[src/sv/rpq_pkg.sv]
package rpq_pkg;

  localparam int BUFFER_BYTES  = 4096;
  localparam int MAX_PACKETS   = 1024;
  localparam int RESEND_PERIOD = 128;

  localparam int ADDR_W = $clog2(BUFFER_BYTES);
  localparam int IDX_W  = $clog2(MAX_PACKETS);
  localparam int RC_W   = (RESEND_PERIOD > 1) ? $clog2(RESEND_PERIOD) : 1;
  localparam int CNT_W  = ADDR_W + 1;

  localparam logic [7:0] FLAG_SINGLE   = 8'h01;
  localparam logic [7:0] FLAG_MODIFIED = 8'h02;

  typedef enum logic [2:0] {
    OP_ADD_START   = 3'd0,
    OP_ADD_BYTE    = 3'd1,
    OP_SEND_STREAM = 3'd2,
    OP_SEND_OLDEST = 3'd3,
    OP_SEND_RESEND = 3'd4,
    OP_ACK         = 3'd5,
    OP_CLEAR       = 3'd6,
    OP_READ_BYTE   = 3'd7
  } op_e;

  typedef enum logic [2:0] {
    S_INIT,
    S_IDLE,
    S_LOAD,
    S_EXEC,
    S_CHK,
    S_WAIT,
    S_SETTLE,
    S_FIN
  } state_e;

  typedef struct packed {
    logic [ADDR_W-1:0] pos;
    logic [15:0]       number;
    logic [ADDR_W-1:0] size;
    logic [7:0]        flags;
  } desc_t;

  typedef struct packed {
    logic init;
    logic accept;
    logic exec;
    logic chk;
    logic fin;
  } cmd_t;

  typedef struct packed {
    logic stream;
    logic more;
    logic out_free;
  } sts_t;

endpackage

[src/sv/rpq_ctrl.sv]
module rpq_ctrl (
  input  logic          clk_i,
  input  logic          rst_ni,
  input  logic          in_valid_i,
  input  rpq_pkg::sts_t sts_i,
  output logic          in_stall_o,
  output rpq_pkg::cmd_t cmd_o
);

  rpq_pkg::state_e state_q, state_d;

  always_ff @(posedge clk_i or negedge rst_ni) begin
    if (!rst_ni) begin
      state_q <= rpq_pkg::S_INIT;
    end else begin
      state_q <= state_d;
    end
  end

  always_comb begin
    state_d = state_q;
    unique case (state_q)
      rpq_pkg::S_INIT:   state_d = rpq_pkg::S_IDLE;
      rpq_pkg::S_IDLE:   if (in_valid_i) state_d = rpq_pkg::S_LOAD;
      rpq_pkg::S_LOAD:   state_d = rpq_pkg::S_EXEC;
      rpq_pkg::S_EXEC:   state_d = sts_i.stream ? rpq_pkg::S_CHK : rpq_pkg::S_SETTLE;
      rpq_pkg::S_CHK:    state_d = sts_i.more ? rpq_pkg::S_WAIT : rpq_pkg::S_SETTLE;
      rpq_pkg::S_WAIT:   state_d = rpq_pkg::S_CHK;
      rpq_pkg::S_SETTLE: state_d = rpq_pkg::S_FIN;
      rpq_pkg::S_FIN:    if (sts_i.out_free) state_d = rpq_pkg::S_IDLE;
      default:           state_d = rpq_pkg::S_INIT;
    endcase
  end

  always_comb begin
    cmd_o      = '0;
    in_stall_o = 1'b1;
    unique case (state_q)
      rpq_pkg::S_INIT: cmd_o.init = 1'b1;
      rpq_pkg::S_IDLE: begin
        in_stall_o   = 1'b0;
        cmd_o.accept = in_valid_i;
      end
      rpq_pkg::S_EXEC: cmd_o.exec = 1'b1;
      rpq_pkg::S_CHK:  cmd_o.chk = 1'b1;
      rpq_pkg::S_FIN:  cmd_o.fin = sts_i.out_free;
      default: ;
    endcase
  end

  a_single_cmd: assert property (@(posedge clk_i) disable iff (!rst_ni)
    $onehot0({cmd_o.init, cmd_o.accept, cmd_o.exec, cmd_o.chk, cmd_o.fin}))
    else $error("more than one command at once");
  a_accept_idle: assert property (@(posedge clk_i) disable iff (!rst_ni)
    cmd_o.accept |=> state_q == rpq_pkg::S_LOAD)
    else $error("accept did not start an item");
  a_wait_chk: assert property (@(posedge clk_i) disable iff (!rst_ni)
    state_q == rpq_pkg::S_WAIT |=> cmd_o.chk)
    else $error("wait not followed by check");

endmodule

[config.mk]
export PLATFORM = sky130hd
export DESIGN_NAME = rpq_ctrl
export DESIGN_NICKNAME = d
export VERILOG_FILES = /design/src/sv/rpq_pkg.sv /design/src/sv/rpq_ctrl.sv
export SDC_FILE = /design/constraint.sdc
export NUM_CORES = 1
export LEC_CHECK = 0
export BUFFER_PORTS_ARGS = -buffer_cell sky130_fd_sc_hd__buf_4
export CORE_AREA = 2 2 39 41
export DETAILED_ROUTE_END_ITERATION = 16
export DIE_AREA = 0 0 41 43
export HOLD_SLACK_MARGIN = 0.08
export PLACE_DENSITY_LB_ADDON = 0.08
export SLEW_MARGIN = 20
export SYNTH_ARGS = -nofsm -noshare
export SYNTH_HDL_FRONTEND = slang
export SYNTH_SLANG_ARGS = --single-unit
[constraint.sdc]
create_clock -name clk_i -period 2.95 [get_ports clk_i]
set_input_delay 0 -clock clk_i [delete_from_list [all_inputs] [get_ports clk_i]]
set_output_delay 0 -clock clk_i [all_outputs]
set_load 0.005 [all_outputs]
# After elaboration in Yosys (flattened, before gate mapping)
# Index checks and enable logic that the tools add are counted.
# word_totals
ram_bits,0
input_bits,6
romBits,0
latch_bits,0
output_inout_bits,6
elab_cells,23
memories,0
register_bits,3
# classes
n_shift,0
reduce_logical,2
multipliers,0
div,0
n_lt_le_gt_ge,0
bitwise_logic,0
mux,11
eq_ne,9
add_sub_neg,0
# op_table
cell,count
$pmux 3 s8,1
$eq 3x3->1 const B,4
$eq 3x2->1 const B,2
$mux 1,6
$mux 3,2
$mux 2,2
$ne 2x2->1 const B,2
$eq 3x1->1 const B,1
$logic_not 3->1,1
$reduce_and 2->1,1

# Longest topological paths before layout
# depth
ltp_word,3
ltp_mapped,4
ltp_nobuf,3

# Worst setup path before layout
# Ideal clock, no wire load.
# synth_timing
kind,register to register
from,register state_q[1]
to,register state_q[1]
setup_slack_ns,1.945
synth_period_minus_slack_ns,1.005
stages_incl_launch_ff,4
arrival_ns,0.919
setup_time_ns,0.086
n_path_buf,1
cell_sequence,dfrtp_1 -> buf_8 -> mux2_4 -> o221ai_2
# synth_between
elab_chain_len,3
word_cells_on_any_way,12
cone_classes,eq/ne: 9; mux: 1; reduce/logical: 2
# synth_lines
element,line,text
start: declaration,rpq_ctrl.sv:10,"rpq_pkg::state_e state_q, state_d;"
start signal: assignment,rpq_ctrl.sv:14,state_q <= rpq_pkg::S_INIT;
start signal: assignment,rpq_ctrl.sv:16,state_q <= state_d;
$eq 3x3->1 / $eq 3x1->1 (equally long branches),rpq_ctrl.sv:22,unique case (state_q)
$ne 2x2->1 (no line),--,
$reduce_and 2->1 (no line),--,
# Several ways; a longest one is shown, not always the timed one.
# A chain may end at the register's enable or synchronous reset.

==> reports/results.md <==
| Stage | Result | Value |
| --- | --- | --- |
| run status | Status | completed |
| final layout | Non-Filler Instances | 55 |
| power | Leakage Power | 0.000162 uW |
| final layout | Fill cell total of the finished layout | 162 |
| global route | Wire length of the first global-routing pass | 910 um |
| die | Die outline width | 41 um |
| global route | Met1 layer usage reported by global route | 0.0929 |
| die | Die Height | 43 um |
| power | Worst supply voltage drop on vdd | 0.225 mV |
| placed design | Routability Congestion | 0.638 |
| detailed routing | Count of routing violations after the opening detailed-route iteration | 2 |
| clock network | Clock Tree Buf Depth | 2 |
| placed design | Half-perimeter wire length after detailed placement | 398 um |
| final layout | Multi-input gate area in the final layout | 120 um^2 |
| clock network | CTS H-tree lvls | 1 |
| synthesis | Number of instances in the synthesized netlist | 25 |
| synthesis | Syn_area_per_cell | 9.06 um^2 |
| final layout | Largest register FFs | 3 |
| job | Total of max-cap violations | 0 |
| sta | Accumulated negative setup slack | 0 ns |
| synthesis | Yosys warning total | 0 |
| synthesis | Fraction of post-synthesis cell area in the top cell type by area | 0.331 |
| critical path | Endpoint class of the critical path | output pin |
| final layout | Register containing the most flip-flops in the final layout | state_q |
| final layout | Registers with the most flip-flops | state_q (3) |
| final layout | Area delta synth->final | 51.9% |
| synthesis | Top cells by area, synth | sky130_fd_sc_hd__dfrtp_1 (33%), sky130_fd_sc_hd__nand2_1 (8.3%), sky130_fd_sc_hd__buf_8 (6.6%) |
| clock network | Root cell of the clock tree | sky130_fd_sc_hd__clkbuf_4 |
| die | Boundary Pins | 12 |
| final layout | Post-route cell area | 344 um^2 |
| detailed routing | Post-Route WL | 532 um |
| detailed routing | Pre-antenna DRT Iters | 3 |
| global route | Via count of the first global-routing pass | 205 |
| detailed routing | Vias | 220 |
| sta | Skew final | 0.00144 ns |
| critical path | Beginning of the worst register-to-register path | state_q[1] |
| power | Pwr/cell area | 918 mW/mm^2 |
| sta | Upper clock frequency limit | 846 MHz |
| final layout | Ratio of cells with drive above 1 in the final layout | 0.487 |
| synthesis | Post-synthesis instance area | 226 um^2 |
| synthesis | Number of register bits inferred by synthesis | 3 |
| sta | Portion of the clock cycle consumed by the worst path in the final layout | 0.401 |
| final layout | Final design utilization | 0.249 |
| sta | Unrepaired setup endpoints after global routing | false |
| die | Total core area | 0.00138 mm^2 |
| global route | Busiest layer in global routing | met4 |
| synthesis | Fraction of the yosys area taken by sequential cells | 0.331 |
| synthesis | Most used standard cell by instance count after synthesis | sky130_fd_sc_hd__nand2_1 |
| global route | Maximum number of pins on one net before global-route repair | 11 |
| detailed routing | Routed wire length per instance | 9.67 um |
| critical path | CP startpoint kind | register |
| critical path | Endpoint of the most critical register-to-register path | state_q[1] |
| final layout | Antenna cells | 0 |
| synthesis | Total nets after synthesis | 31 |
| final layout | Register cell area after layout | 75.1 um^2 |
| detailed routing | Number of remaining DRC errors | 0 |
| critical path | Logic depth of the worst register-to-register path | 2 |
| global route | Met2 track utilization from global routing | 0.109 |
| synthesis | Number of enable-type register cells in the synthesized netlist | 0 |
| die | Initial cell density of the core | 0.164 |
| clock network | Total number of clock tree sinks | 3 |
| placed design | Placed Area | 298 um^2 |
| sta | Max Transition Viols Final | 0 |
| clock network | Post CTS Setup Buffer Count | 0 |
| clock network | Clock edge transition at the registers on the reported setup and hold paths | 0.04 ns |
| detailed routing | Number of nets with antenna violations after detailed routing | 0 |
| critical path | Critical path type | register to output pin |
| clock network | Number of buffers added by the clock tree synthesis step | 3 |
| critical path | Internal reg-to-reg setup slack | 1.88 ns |
| placed design | # placed instances | 49 |
| die | Die area | 0.00176 mm^2 |
| critical path | Critical Path AT | 1.18 ns |
| synthesis | Proportion of synthesized flip-flops having asynchronous set or reset | 1.00 |
| sta | Final setup vio count | 0 |
| clock network | Clock Latency Late Sink | 0.23 ns |
| synthesis | Cell variety after synth | 16 |
| global route | Leftover overflow at the end of global routing | 0 |
| sta | Final period demand of the worst path | 1.18 ns |
| critical path | Critical path fanouts, max | 9 |
| synthesis | Most used standard cells in the synthesized netlist | sky130_fd_sc_hd__nand2_1 (5), sky130_fd_sc_hd__nor2_1 (4), sky130_fd_sc_hd__dfrtp_1 (3) |
| die | Std-Cell Rows | 14 |
| detailed routing | Routed vias/inst | 4.00 |
| global route | Antenna violations before repair | 0 |
| sta | Hold Violations, Final | 0 |
| sta | Max-slew headroom at the worst pin | 0.801 |
| min path | Hold Crit Class | input port to asynchronous set/reset pin |
| synthesis | Most area-hungry cell type in the Yosys netlist | sky130_fd_sc_hd__dfrtp_1 |
| placed design | Number of buffer cells added on primary ports | 11 |
| final layout | Layout net count | 46 |
| synthesis | Dominant register cell in the synthesized netlist | sky130_fd_sc_hd__dfrtp_1 |
| critical path | Req. time, crit path | 2.95 ns |
| sta | Worst slew pin tran | 0.298 ns |
| global route | All-layer global routing usage | 0.0853 |
| global route | GR Layer Usage met3 | 0.0157 |
| clock network | TritonCTS clock tree | done |
final cells by class:
type / instances / area share
Clock buffer: 4 / 0.0764
Timing Repair Buffer: 13 / 0.298
Tap cell: 16 / 0.0582
Sequential cell: 3 / 0.218
Multi-Input combinational cell: 19 / 0.349
report_power, final:
group          switching (uW)  internal (uW)  leakage, uW  total (uW)
logic                    49.3           82.2     0.000113         132
registers                51.4           61.6    0.0000336         113
clock network            20.8           50.7    0.0000150        71.5
metrics by stage:
step                      hold slack [ns]  power (uW)  worst slack (ns)
after floorplan                    -0.296         226              1.94
after global placement             -0.209         248              1.85
after detailed placement           -0.209         247              1.87
after CTS                          0.0862         325              1.74
after global routing                0.100         346              1.68
final                              0.0939         316              1.77
per-layer routing:
metal | vias to the layer above | wire length [um]
li1 | 111 | -
met2 | 8 | 255
met4 | 0 | 19
met1 | 99 | 228
met5 | - | 0
met3 | 2 | 28
worst max path at each step:
stage	from	to	slack, ns
detailed placement	state_q[1]	state_q[1]	1.87
global route	state_q[1]	cmd_o[3]	1.68
global placement	state_q[1]	state_q[1]	1.85
floorplan	state_q[1]	state_q[1]	1.94
finish	state_q[1]	cmd_o[3]	1.77
CTS	state_q[1]	cmd_o[3]	1.74
cell families (layout without fill, tap and decap cells):
group | after synthesis | count (layout) | synth area share
DFF | 3 | 3 | 0.331
buffers and inverters | 3 | 17 | 0.138
and+or+nand+nor | 14 | 14 | 0.293
AOI/OAI and AO/OA | 4 | 4 | 0.171
muxes | 1 | 1 | 0.0663
worst max-delay path, stage by stage (launching register included):
cell and delay [ns]:
sky130_fd_sc_hd__dfrtp_1 0.50, sky130_fd_sc_hd__nor2_1 0.10, sky130_fd_sc_hd__and3_2 0.22, sky130_fd_sc_hd__buf_4 0.13
what timing repair did:
action	4_1_cts	5_1_grt
hold endpoints to repair	4	0
hold buffers	2	0
gates resized for setup	0	0
cells in the final DEF, fill, tap and decap left out, drive strengths merged:
| master | count |
|---|---|
| and3 | 1 |
| o221ai | 1 |
| buf | 11 |
| dlygate4sd3 | 2 |
| o32a | 1 |
| nand2 | 6 |
| nor3b | 1 |
| dfrtp | 3 |
| mux2 | 1 |
| nor2 | 4 |
| clkbuf | 4 |
| nor2b | 1 |
| a21oi | 1 |
| o21bai | 1 |
| nor3 | 1 |
Note: power is estimated with default switching activity, not from simulation.
